===== src/hdl/ggsr_pkg.sv =====
// ----------------------------------------------------------------------------
// ggsr_pkg
// Shared types, codes and helpers for the greedy grid step router.
// ----------------------------------------------------------------------------
package ggsr_pkg;

  localparam int GRID_SIDE = 64;
  localparam int COORD_W   = $clog2(GRID_SIDE);
  localparam int ADDR_W    = 2 * COORD_W;
  localparam int DIST_W    = 14;
  localparam int STEP_W    = 8;
  localparam int CFG_IDX_W = 3;
  localparam int CFG_DAT_W = 8;
  localparam logic [COORD_W-1:0] LIM_MAX = COORD_W'(GRID_SIDE - 2);

  typedef enum logic [1:0] {
    MARK_OPEN    = 2'd0,
    MARK_WALL    = 2'd1,
    MARK_VISITED = 2'd2,
    MARK_SPARE   = 2'd3
  } mark_t;

  typedef enum logic [1:0] {
    ACT_PLACE = 2'd0,
    ACT_WALL  = 2'd1,
    ACT_STEP  = 2'd2,
    ACT_NOP   = 2'd3
  } action_t;

  localparam logic [CFG_IDX_W-1:0] CFG_WIDTH  = 3'd0;
  localparam logic [CFG_IDX_W-1:0] CFG_HEIGHT = 3'd1;
  localparam logic [CFG_IDX_W-1:0] CFG_TGT_X  = 3'd2;
  localparam logic [CFG_IDX_W-1:0] CFG_TGT_Y  = 3'd3;
  localparam logic [CFG_IDX_W-1:0] CFG_LIMIT  = 3'd4;

  typedef struct packed {
    logic [1:0]         action;
    logic [COORD_W-1:0] cell_x;
    logic [COORD_W-1:0] cell_y;
  } in_t;

  typedef struct packed {
    logic [2:0]         direction;
    logic [COORD_W-1:0] pos_x;
    logic [COORD_W-1:0] pos_y;
    logic               reached;
    logic               stuck;
    logic [STEP_W-1:0]  steps_taken;
  } out_t;

  // one neighbour under evaluation, aligned with the memory read data
  typedef struct packed {
    logic              valid;
    logic [2:0]        dir;
    logic              in_grid;
    logic [DIST_W-1:0] dist_sq;
  } cand_t;

  // heading order N, NE, E, SE, S, SW, W, NW; N is y+1
  function automatic logic signed [1:0] dir_dx(input logic [2:0] p);
    logic signed [1:0] d;
    unique case (p)
      3'd1, 3'd2, 3'd3: d = 2'sd1;
      3'd5, 3'd6, 3'd7: d = -2'sd1;
      default:          d = 2'sd0;
    endcase
    return d;
  endfunction

  function automatic logic signed [1:0] dir_dy(input logic [2:0] p);
    logic signed [1:0] d;
    unique case (p)
      3'd7, 3'd0, 3'd1: d = 2'sd1;
      3'd3, 3'd4, 3'd5: d = -2'sd1;
      default:          d = 2'sd0;
    endcase
    return d;
  endfunction

  function automatic logic [COORD_W-1:0] lim_of(input logic [COORD_W-1:0] v);
    return (v > LIM_MAX) ? LIM_MAX : v;
  endfunction

  function automatic logic in_interior(input logic [COORD_W-1:0] x,
                                       input logic [COORD_W-1:0] y,
                                       input logic [COORD_W-1:0] w,
                                       input logic [COORD_W-1:0] h);
    return (x != '0) && (y != '0) && (x <= lim_of(w)) && (y <= lim_of(h));
  endfunction

endpackage


===== src/hdl/ggsr_nbr_eval.sv =====
// ----------------------------------------------------------------------------
// ggsr_nbr_eval
// Neighbour address, interior check and squared distance to the target for
// one heading; the candidate is registered to line up with the read data.
// ----------------------------------------------------------------------------
module ggsr_nbr_eval (
  input  logic                   clk,
  input  logic                   rst_n,
  input  logic                   issue,
  input  logic [2:0]             dir,
  input  logic [ggsr_pkg::COORD_W-1:0] walk_x,
  input  logic [ggsr_pkg::COORD_W-1:0] walk_y,
  input  logic [ggsr_pkg::COORD_W-1:0] tgt_x,
  input  logic [ggsr_pkg::COORD_W-1:0] tgt_y,
  input  logic [ggsr_pkg::COORD_W-1:0] grid_w,
  input  logic [ggsr_pkg::COORD_W-1:0] grid_h,
  output logic [ggsr_pkg::ADDR_W-1:0]  rd_addr,
  output ggsr_pkg::cand_t              cand_r
);
  import ggsr_pkg::*;

  logic signed [1:0]         sx, sy;
  logic signed [COORD_W+1:0] nx, ny, ddx, ddy;
  logic signed [15:0]        ddx16, ddy16, sqx, sqy;
  logic [15:0]               dsum;
  logic                      x_ok, y_ok;

  always_comb begin
    sx    = dir_dx(dir);
    sy    = dir_dy(dir);
    nx    = $signed({2'b00, walk_x}) + {{COORD_W{sx[1]}}, sx};
    ny    = $signed({2'b00, walk_y}) + {{COORD_W{sy[1]}}, sy};
    x_ok  = !nx[COORD_W+1] && (nx != '0) && (nx[COORD_W:0] <= {1'b0, lim_of(grid_w)});
    y_ok  = !ny[COORD_W+1] && (ny != '0) && (ny[COORD_W:0] <= {1'b0, lim_of(grid_h)});
    ddx   = nx - $signed({2'b00, tgt_x});
    ddy   = ny - $signed({2'b00, tgt_y});
    ddx16 = 16'(ddx);
    ddy16 = 16'(ddy);
    sqx   = ddx16 * ddx16;
    sqy   = ddy16 * ddy16;
    dsum  = 16'(sqx + sqy);
    rd_addr = {ny[COORD_W-1:0], nx[COORD_W-1:0]};
  end

  always_ff @(posedge clk) begin
    if (!rst_n) begin
      cand_r.valid <= 1'b0;
    end else begin
      cand_r.valid <= issue;
    end
    cand_r.dir     <= dir;
    cand_r.in_grid <= x_ok && y_ok;
    cand_r.dist_sq <= dsum[DIST_W-1:0];
  end

endmodule


===== config.mk =====
export PLATFORM = sky130hd
export DESIGN_NAME = ggsr_nbr_eval
export DESIGN_NICKNAME = d
export VERILOG_FILES = /design/src/hdl/ggsr_pkg.sv /design/src/hdl/ggsr_nbr_eval.sv
export SDC_FILE = /design/constraint.sdc
export NUM_CORES = 1
export LEC_CHECK = 0
export ABC_CLOCK_PERIOD_IN_PS = 10500
export BUFFER_PORTS_ARGS = -buffer_cell sky130_fd_sc_hd__buf_2
export CAP_MARGIN = 20
export CORE_ASPECT_RATIO = 1.4
export CORE_UTILIZATION = 40
export DETAILED_ROUTE_END_ITERATION = 7
export GPL_ROUTABILITY_DRIVEN = 0
export GPL_TIMING_DRIVEN = 0
export PLACE_DENSITY = 0.73
export SKIP_LAST_GASP = 1
export SLEW_MARGIN = 20
export SYNTH_ARGS = -nofsm -noshare
export SYNTH_HDL_FRONTEND = slang
export SYNTH_SLANG_ARGS = --single-unit

===== constraint.sdc =====
create_clock -name clk -period 10.5 [get_ports clk]
set_input_delay 3.15 -clock clk [delete_from_list [all_inputs] [get_ports clk]]
set_output_delay 3.15 -clock clk [all_outputs]
set_load 0.02 [all_outputs]

Yosys cells after proc, flatten, opt, wreduce, memory -nomap -nowiden
Index checks and enable logic that the tools add are counted.
- register bits after elaboration: 19
- output and inout port bits: 31
- logic and storage cells: 40
- add/sub/neg operators: 5
- multiply operators: 2
- magnitude comparators: 4
- equal/unequal tests: 7
- muxes and demuxes: 4
- reductions and logical operators: 14
- operators with widths (kind ; number):
    multiplier 8 x 8 -> 14 bit ; 2
    adder 7 x 2 -> 8 bit ; 2
    nonzero test 8 bit ; 2
    subtractor 8 x 7 -> 8 bit ; 2
    adder 14 bit ; 1
    <= comparator 7 x 6 -> 1 bit ; 2
    == test 3 bit (second input constant) ; 4
    greater-than comparator 6 bit (second input constant) ; 2
    two-way mux 6 bit ; 2
    OR reduction 3 bit ; 4
    one-hot mux 2 bit (2 select lines) ; 2
    == test 3 x 2 -> 1 bit (second input constant) ; 2
    logical AND 1 bit ; 5
    == test 3 x 1 -> 1 bit (second input constant) ; 1
    zero test 3 bit ; 1
    zero test 1 bit ; 2

Logic depth before layout (Yosys ltp)
- depth in word-level cells: 8
- mapped depth: 34

Least setup slack after synthesis
No wires, ideal clock.
- kind: input -> register
- from: input dir[2]
- to: register cand_r[13] (netlist bit)
- library setup time: 0.130 ns
- arrival: 11.130 ns
- path slack: -0.760 ns
- stages on the path: 26
- cell sequence: mux2i_1 inv_1 fa_1 and2b_1 o21ai_0 a21oi_1 ha_1 o21ai_0 a31oi_1 o31ai_1 xor2_1 nor2_1 fa_1 fa_1 fa_1 fa_1 fa_1 inv_1 fa_1 inv_1 ha_1 o21a_1 a21o_1 a41oi_1 xnor2_1 xnor3_1
- word-level cells in the longest chain between the ends: 7
- elaborated cells between the ends (all ways): 21
- ends and longest elaborated chain (element ; RTL line ; source):
    start, declared ; ggsr_nbr_eval.sv:10 ; input logic [2:0] dir,
    == test 3 x 2 -> 1 bit (tied with other cells) ; ggsr_pkg.sv:72 ; unique case (p)
    OR reduction 3 bit ; ggsr_pkg.sv:72 ;
    one-hot mux 2 bit (2 select lines) * ; ggsr_pkg.sv:72 ;
    adder 7 x 2 -> 8 bit * ; ggsr_nbr_eval.sv:32 ; ny = $signed({2'b00, walk_y}) + {{COORD_W{sy[1]}}, sy};
    via rd_addr, one bit ; ggsr_nbr_eval.sv:17 ; output logic [ggsr_pkg::ADDR_W-1:0] rd_addr,
    subtractor 8 x 7 -> 8 bit * ; ggsr_nbr_eval.sv:36 ; ddy = ny - $signed({2'b00, tgt_y});
    multiplier 8 x 8 -> 14 bit * ; ggsr_nbr_eval.sv:40 ; sqy = ddy16 * ddy16;
    adder 14 bit * ; ggsr_nbr_eval.sv:41 ; dsum = 16'(sqx + sqy);
    via dsum[13] ; ggsr_nbr_eval.sv:25 ; logic [15:0] dsum;
    end, declared ; ggsr_nbr_eval.sv:18 ; output ggsr_pkg::cand_t cand_r
The timed path passes the listed nets; every way through them passes the cells marked *.
A chain may end at the register's enable or synchronous reset.

Worst setup path after layout
- from: input dir[0]
- to: register cand_r[13] (netlist bit)
- word-level cells in the longest chain between the ends: 7
- elaborated cells between the ends (all ways): 21
- ends and longest elaborated chain (element ; RTL line):
    == test 3 bit (tied with other cells) ; ggsr_pkg.sv:62, ggsr_pkg.sv:72
    OR reduction 3 bit (on tied branches) ; ggsr_pkg.sv:62, ggsr_pkg.sv:72
    one-hot mux 2 bit (2 select lines) (on tied branches) ; ggsr_pkg.sv:62, ggsr_pkg.sv:72
    adder 7 x 2 -> 8 bit (on tied branches) ; ggsr_nbr_eval.sv:31, ggsr_nbr_eval.sv:32
    subtractor 8 x 7 -> 8 bit (on tied branches) ; ggsr_nbr_eval.sv:35, ggsr_nbr_eval.sv:36
    multiplier 8 x 8 -> 14 bit (on tied branches) ; ggsr_nbr_eval.sv:39, ggsr_nbr_eval.sv:40
    adder 14 bit * ; ggsr_nbr_eval.sv:41
    via dsum[13] ; ggsr_nbr_eval.sv:25
Marks and branches as above.

==> reports/metrics.yaml <==
end_kind: "flop"
slowest_stage: "fa_2"
final.fill_count: 1332
die_w_um: 103
io_pins: 73
numClockSinks: 19
final_antenna_net_count: 0
arrival_ns: 10.37
crit_type: "input pin to flop"
path_max_fanout: 9
synth-seq-cells: 19
drt_first_pass_iters: 4
top_register: "cand_r"
clk_path_buf_depth: 2
dieArea_um2: 14700
top_regs: "cand_r x19"
final_util_pct: 51.2
crit_path_frequent_cell: "fa_1"
coreArea_um2: 13900
root_buffer: "clkbuf_16"
hp-class: "input pin to flop"
cap_violations: 0
dp_hpwl_um: 10600
first_global_vias: 4786
max_stage_delay_ns: 0.56
report.final.setup_viol: 0
largest_reg_flops: 19
yosysSeqAreaShare_pct: 6.68
die_h_um: 143
synth_area_leader_cell: "fa_1"
drive_gt1_share_pct: 25.0
run_status: "finished clean"
mostFrequentLayoutCell: "inv_1"
fin_nets: 982
hold_viol_final: 0
worst_hold_slack_ns: 3.05
synth_edf_count: 0
cts_tree: "done"
yosys_warnings: 0
num_vias: 4656
min_period_ns: 10.24
drtIter0Drc: 138
maxSlewViolCount: 0
fmax_ghz: 0.0977
netlist_instances: 646
async_flop_share_pct: 0
antenna_found_initial: 0
synth_fp_nets: 868
startpoint_type: "input pin"
required_ns: 10.63
viasPerCell: 4.93
track_usage_pct: 18.7
syn2layout_area_growth_pct: 25.0
netlist.area_leader.share_pct: 35.1
grt_pass1_wl_um: 21400
grt_max_degree: 11
port_buffers: 72
wl_per_cell_um: 13.5
ys.flop_type: "dfxtp_1"
synth_area_leaders: "fa_1 35%, ha_1 18%, inv_1 11%, dfxtp_1 6.7%, xnor2_1 5.8%"
slew_headroom_pct: 43.4
diodes: 0
place_area_um2: 6490
yosysUniqueCellTypes: 48
final_cell_mix: "156 x inv_1, 93 x fa_1, 69 x buf_2"
worst_pin_slew_ns: 0.844
cts_buffers: 3
cts.reportedPaths.clkPinSlew_ns: 0.06
grt_overflow_total: 0
routed_wl_um: 12800
syn_area_um2: 5700
htree_levels: 1
drc_errors: 0
fin_crit_sh_pct: 97.5
stdcell_area_um2: 7120
initial_utilization_pct: 41.0
num_rows: 51
syn_avg_cell_area_um2: 8.82
-- synth_stat cells (8+ instances only) --
library cell	n
inv_1	164
dfxtp_1	19
a21oi_1	24
nor2_1	58
nand2_1	33
xnor2_1	38
o21ai_0	18
and2_1	10
ha_1	80
fa_1	100
a21o_1	14
nand3_1	8
-- stage by stage --
step / setup TNS (ns) / std cells / worst slack [ns]
CTS: 0 / 926 / 0.00453
global placement: -1.62 / 903 / -0.629
detailed placement: -2.31 / 903 / -0.754
finish: 0 / 944 / 0.262
floorplan: 0 / 646 / 0.0699
global route: -0.0203 / 944 / -0.0203
-- worst max-delay path, delay by kind of cell --
family | cells | cell delay, ns
AOI/OAI and AO/OA | 9 | 1.43
xor gates and xnor gates | 4 | 0.79
buffers and inverters | 8 | 0.84
and+or+nand+nor | 2 | 0.13
adders and majority gates | 9 | 3.78
muxes | 1 | 0.25
-- path summary, 6_finish.rpt --
kind	endpoint	cells past startpoint	slack [ns]	from
setup / recovery	cand_r[13]	33	0.26	dir[0]
hold / removal	cand_r[16]	1	3.05	dir[1]
-- cell type report --
type	count	area, um2	share of cell area, %
inverter	165	634	8.91
clock buffer	4	78.8	1.11
buffer	4	23.8	0.334
tap	185	231	3.25
timing repair buffer	109	669	9.40
sequential	19	380	5.34
multi-input combinational	458	5100	71.7
-- cells by family after synthesis --
group,Yosys count,share of synthesized area (%)
buf+inv,169,11.2
fa+ha+maj,180,52.7
compound gates,89,10.3
simple gates,141,11.5
xor+xnor,46,7.31
mux,2,0.373
flops,19,6.68
-- per-layer routing --
| layer | vias up | routed length, um | share of wire [%] | GRT usage [%] |
|---|---|---|---|---|
| li1 | 2241 | - | - | - |
| met1 | 2278 | 4760 | 37 | 20.5 |
| met2 | 96 | 7090 | 55 | 35.5 |
| met3 | 41 | 301 | 2.4 | 1.71 |
| met4 | 0 | 628 | 4.9 | 8.30 |
| met5 | - | 0 | 0 | 0 |
-- repair_timing --
action	CTS	global route
hold buffers	0	0
setup buffers	19	19
endpoints found under the setup margin	4	4
gates cloned	0	0
gates resized for setup	20	48
pin swaps	15	37
Power is not shown: default switching activity piles up to over one toggle a cycle in this logic, so the estimate is an artifact.
